## config.mk

```make
export PLATFORM = sky130hd
export DESIGN_NAME = vau_sqrt
export DESIGN_NICKNAME = d
export VERILOG_FILES = /design/src/design/vau_pkg.sv /design/src/design/vau_sqrt.sv
export SDC_FILE = /design/constraint.sdc
export NUM_CORES = 2
export LEC_CHECK = 0
export ABC_AREA = 0
export BUFFER_PORTS_ARGS = -buffer_cell sky130_fd_sc_hd__clkbuf_2
export CORE_MARGIN = 5
export CORE_UTILIZATION = 30
export CTS_CLUSTER_DIAMETER = 150
export DETAILED_ROUTE_END_ITERATION = 8
export PLACE_DENSITY_LB_ADDON = 0.15
export SYNTH_ARGS = -nofsm -noshare
export SYNTH_HDL_FRONTEND = slang
export SYNTH_SLANG_ARGS = --single-unit
```

## constraint.sdc

```tcl
create_clock -name clk_i -period 10.05 [get_ports clk_i]
set_input_delay 1.005 -clock clk_i [delete_from_list [all_inputs] [get_ports clk_i]]
set_output_delay 1.005 -clock clk_i [all_outputs]
set_load 0.01 [all_outputs]
```

## src/design/vau_pkg.sv

```systemverilog
`default_nettype none

package vau_pkg;

  // Default number of fraction bits of the fixed-point format.
  localparam int unsigned FRACTION_BITS_DEF = 16;

  // Number of steps of the square root pipeline (two radicand bits per step).
  localparam int unsigned SQRT_STAGES = 32;

  typedef enum logic [2:0] {
    CMD_ADD       = 3'd0,
    CMD_SUB       = 3'd1,
    CMD_SCALE     = 3'd2,
    CMD_DIVIDE    = 3'd3,
    CMD_CROSS     = 3'd4,
    CMD_DOT       = 3'd5,
    CMD_NORMALIZE = 3'd6,
    CMD_LENGTH    = 3'd7
  } cmd_e;

  // A 32-bit component together with its clamp flag.
  typedef struct packed {
    logic signed [31:0] val;
    logic               sat;
  } sat_t;

  localparam logic signed [65:0] MAX32_W = 66'sh0_7FFF_FFFF;
  localparam logic signed [65:0] MIN32_W = -66'sh0_8000_0000;

  function automatic sat_t sat32(input logic signed [65:0] v);
    sat_t r;
    if (v > MAX32_W) begin
      r.val = 32'sh7FFF_FFFF;
      r.sat = 1'b1;
    end else if (v < MIN32_W) begin
      r.val = 32'sh8000_0000;
      r.sat = 1'b1;
    end else begin
      r.val = v[31:0];
      r.sat = 1'b0;
    end
    return r;
  endfunction

endpackage

`default_nettype wire

```

## src/design/vau_sqrt.sv

```systemverilog
`default_nettype none

module vau_sqrt (
  input  wire logic        clk_i,
  input  wire logic        en_i,
  input  wire logic [63:0] rad_i,
  output logic      [31:0] root_o
);
  import vau_pkg::*;

  logic [63:0] n_q [SQRT_STAGES];
  logic [63:0] r_q [SQRT_STAGES];

  for (genvar k = 0; k < SQRT_STAGES; k++) begin : g_step
    localparam logic [63:0] BIT = 64'd1 << (62 - 2 * k);
    logic [63:0] n_in, r_in, trial;

    if (k == 0) begin : g_first
      assign n_in = rad_i;
      assign r_in = '0;
    end else begin : g_next
      assign n_in = n_q[k-1];
      assign r_in = r_q[k-1];
    end

    assign trial = r_in + BIT;

    always_ff @(posedge clk_i) begin
      if (en_i) begin
        if (n_in >= trial) begin
          n_q[k] <= n_in - trial;
          r_q[k] <= (r_in >> 1) + BIT;
        end else begin
          n_q[k] <= n_in;
          r_q[k] <= r_in >> 1;
        end
      end
    end
  end

  // The root of a 64-bit radicand below 2^64 fits in 32 bits.
  assign root_o = r_q[SQRT_STAGES-1][31:0];

endmodule

`default_nettype wire

```

== Word level (Yosys, flattened, before mapping) ==
Memories as Yosys holds them, arrays and structs flattened.
Cells that the tools add are included.
Widths: inputs -> output; s select.

* Bits of input ports: 66
* Output and inout bits: 32
* Flip-flop bits (word level): 0
* Memories kept: 2
* RAM bits: 4096
* Word-level logic and storage cells: 448

{| class="wikitable"
|+ Memory list
! name !! depth !! bits a word !! read ports !! clocked after Yosys merged registers in !! write ports !! line !! RTL
|-
| n_q || 32 || 64 || 31 || 0 || 32 || vau_sqrt.sv:11 || <nowiki>logic [63:0] n_q [SQRT_STAGES];</nowiki>
|-
| r_q || 32 || 64 || 32 || 0 || 32 || vau_sqrt.sv:12 || <nowiki>logic [63:0] r_q [SQRT_STAGES];</nowiki>
|}

* Magnitude comparators: 32
* Bitwise operators: 64
* Add/subtract/negate cells: 94
* Muxes and demuxes: 256

{| class="wikitable"
|+ Operator list
! operator !! count
|-
| $mux 64 || 64
|-
| $ge 64x64->1 || 31
|-
| $sub 64x64->64 || 31
|-
| $mux 1 || 192
|-
| $add 63x1->64 const B || 1
|-
| $add 63x11->64 const B || 1
|-
| $add 63x13->64 const B || 1
|-
| $add 63x15->64 const B || 1
|-
| $add 63x17->64 const B || 1
|-
| $add 63x19->64 const B || 1
|-
| $add 63x21->64 const B || 1
|-
| $add 63x23->64 const B || 1
|-
| $add 63x25->64 const B || 1
|-
| $add 63x27->64 const B || 1
|-
| $add 63x29->64 const B || 1
|-
| $add 63x3->64 const B || 1
|-
| $add 63x31->64 const B || 1
|-
| $add 63x33->64 const B || 1
|-
| $add 63x35->64 const B || 1
|-
| $add 63x37->64 const B || 1
|-
| $add 63x39->64 const B || 1
|-
| $add 63x41->64 const B || 1
|-
| $add 63x43->64 const B || 1
|-
| $add 63x45->64 const B || 1
|-
| other kinds (45) || 108
|}

== Longest topological paths before layout ==
An unclocked memory read counts as a cell.

* Word-level depth: 7
* Depth in mapped cells: 14
* Gate-level depth less buffers: 13

== Worst setup path before layout ==
OpenSTA, ideal clock, no wires.

* Path type: input -> register
* Start point: input port en_i
* End point: memory n_q[26][0] (netlist: n_q[1][640]), enable pin
* Slack: 5252 ps
* Data arrival time: 4316 ps
* Data required time: 9568 ps
* Stages on the path: 4
* Setup time: 482 ps
* Cell sequence: clkbuf_1 clkbuf_1 clkbuf_1 clkbuf_1

{| class="wikitable"
|+ RTL lines
! what !! line !! RTL
|-
| from (decl) || vau_sqrt.sv:5 || <nowiki>input wire logic en_i,</nowiki>
|-
| to (decl) || vau_sqrt.sv:11 ||
|}

==> results.json <==
{
  "drv_cap": 0,
  "irDropWorstVdd_mv": 0.129,
  "seq_area_frac_synth_pct": 61.8,
  "cts.repair.resized": 0,
  "max_freq_mhz": 196,
  "cts_hold_buf": 0,
  "fin_crit_ns": 5.11,
  "antenna_found_initial": 16,
  "min_path_type": "primary input to register",
  "ios": 98,
  "cp.required_ns": 10.67,
  "synth_top_cells_by_area": "edfxtp_1 62%, ha_1 5.7%, xor2_1 3.3%",
  "synth-simple-area-share_pct": 13.4,
  "synthCells": 9960,
  "synth_top_family_by_area": "simple AND/OR/NAND/NOR gates",
  "cts_tree": "yes",
  "synthDistinctLibCells": 86,
  "min_to": "n_q[0][53]",
  "htree_levels": 5,
  "cellPowerDensity_nw_per_um2": 228,
  "path_class": "register to register",
  "clock_latency_ns": 0.93,
  "rsz0062_at_grt": "no",
  "die-area_sq_um": 420000,
  "fillCellCount": 39756,
  "grt_use_total_pct": 15.9,
  "yosys.area.top_type": "edfxtp_1",
  "drive_above_1_share_pct": 7.36,
  "hold_depth": 1,
  "final_common_cell": "edfxtp_1",
  "portBuffers": 97,
  "ys_warn_count": 0,
  "clk_pin_slew_ns": 0.06,
  "ys.flop_type": "edfxtp_1",
  "coreArea_sq_um": 406000,
  "layout_common_cells": "2512 x edfxtp_1, 809 x nand2_1, 678 x inv_1",
  "synth.mux.area_fraction_pct": 0.478,
  "grt_pass1_vias": 77783,
  "rr_startpoint": "n_q[1][109]",
  "ys_seq_elements": 2512,
  "critPathBufInv": 1,
  "postRouteAntennaNets": 0,
  "p_total_mw": 31.6,
  "initial_core_util_pct": 30.1,
  "hp-start": "rad_i[53]",
  "vias_per_cell": 5.04,
  "postCtsSetupBuffers": 0,
  "start_kind": "register",
  "synth-async-reset-ratio_pct": 0,
  "nets": 10833,
  "drv_slew": 0,
  "cp.arrival_ns": 5.73,
  "cts-root-buf": "clkbuf_16",
  "status": "complete, no violations",
  "synthXorXnorAreaFrac_pct": 6.40,
  "path_max_fanout": 30,
  "setup.worst_path.end_class": "register",
  "max_stage_delay_ns": 0.79,
  "worst_pin_slew_ns": 1.33,
  "grt_first_pass_wirelength_microns": 511000,
  "r2r_slack_ns": 4.94,
  "drt_iter0_drc": 7600,
  "syn_area_per_cell_sq_um": 12.3,
  "area_growth_pct": 13.7,
  "cts_made_buffers": 297,
  "die_w_microns": 648,
  "cts_buffer_depth": 4,
  "synth_nets": 10584,
  "fin_tns_setup_ns": 0,
  "leakagePower_nw": 50.3,
  "relSlewSlack_pct": 10.3,
  "final.period_utilization_pct": 50.8,
  "skew_ns": 0.101,
  "path_cells": "ha_1 -> nand4_1 -> nor4_1 -> nand3_1 -> nor2_1 -> a41oi_1 -> and4_1 -> inv_1 -> o21ai_0 -> or4_1 -> xnor2_1",
  "setup_viol": 0,
  "finalHoldViolCount": 0,
  "crit_slowest_cell": "nor4_1",
  "grt_max_degree": 206,
  "synth_compound_area_share_pct": 9.37,
  "first_pass_iters": 5,
  "synth_top_area_share_pct": 61.8,
  "overflow": 0,
  "synth_edf_count": 2512,
  "die_y_microns": 648,
  "rr_worst_depth": 11,
  "via_count": 80029,
  "wire_per_inst_microns": 21.7,
  "path_delay_family": "simple AND/OR/NAND/NOR gates",
  "rows": 234,
  "hpwlAfterDp_microns": 263000,
  "yosys.area_share.adder_pct": 5.72,
  "cts_sinks": 2512,
  "reg2reg_to": "n_q[1][191]",
  "drc": 0,
  "routed_wl_microns": 344000,
  "synthesis.area_sq_um": 122000,
  "routabilityCongestion": 0.909
}
[worst max-delay path by stage]
stage | slack (ns) | startpoint | cells past startpoint | end
2_1_floorplan | 5.25 | en_i | 4 | n_q[1][640]
3_3_place_gp | 4.76 | n_q[1][109] | 11 | n_q[1][191]
3_5_place_dp | 4.86 | n_q[1][109] | 11 | n_q[1][191]
4_1_cts | 4.86 | n_q[1][107] | 11 | n_q[1][191]
5_1_grt | 4.64 | n_q[1][107] | 11 | n_q[1][191]
6_report | 4.94 | n_q[1][109] | 11 | n_q[1][191]
[sequential cells by signal, summed over array words and instances (netlist names)]
register and count:
n_q 1984, r_q 528
[report_power, final]
part / leakage, nW / internal (mW) / switching [mW]
clock network: 4.56 / 6.01 / 4.44
registers: 24.2 / 13.3 / 1.23
logic: 21.6 / 2.54 / 4.11
total: 50.3 / 21.8 / 9.78
[synthesized netlist by cell type (24+ instances only)]
cell type and n:
nor4b_1 52, o31ai_1 38, o21ai_0 601, ha_1 558
and3_1 50, nand4b_1 30, o21a_1 90, nand2b_1 117
a31oi_1 56, nand3_1 180, or2_2 53, o211ai_1 47
nor3_1 293, inv_1 679, nor2_1 553, xor2_1 457
or4_1 99, nor4_1 388, nand4_1 195, edfxtp_1 2512
o21bai_1 45, nor3b_1 24, a21oi_1 509, nand3b_1 40
and2_1 38, a211oi_1 54, xnor2_1 436, a21o_1 212
mux2_2 43, clkbuf_1 198, or3_1 102, nand2_1 809
nor2b_1 70
[cells by family after synthesis]
| group | after synthesis |
|---|---|
| fa+ha+maj | 558 |
| mux | 53 |
| compound gates | 1867 |
| xor+xnor | 893 |
| flops | 2512 |
| buf+inv | 914 |
| simple gates | 3163 |
[through the flow]
stage | instance area [sq um] | util (%) | hold slack, ns | cells | setup WS [ns]
6_report | 139000 | 34.2 | 0.266 | 15881 | 4.94
5_1_grt | 139000 | 34.2 | 0.194 | 15880 | 4.64
4_1_cts | 139000 | 34.2 | 0.154 | 15874 | 4.86
3_5_place_dp | 129000 | 31.9 | 0.431 | 15337 | 4.86
3_3_place_gp | 129000 | 31.9 | 0.422 | 15337 | 4.76
2_1_floorplan | 122000 | - | 0.417 | 9960 | 5.25
[routing by layer]
layer | track usage, % | vias to the layer above | routed length, microns
met1 | 23.3 | 39346 | 164000
met5 | 0 | - | 0
met4 | 3.82 | 0 | 8370
met3 | 2.74 | 420 | 21000
met2 | 24.4 | 2311 | 151000
li1 | - | 37952 | -
[cell type report]
class	instances	area [sq um]	area share (%)
antenna	6	15.0	0.0108
clock inverter	189	1720	1.24
inverter	679	2550	1.84
sequential	2512	75400	54.3
multi-input combinational	6534	43400	31.3
timing repair buffer	185	1230	0.889
clock buffer	348	7710	5.55
tap	5428	6790	4.89
(Power assumes the default switching activity.)
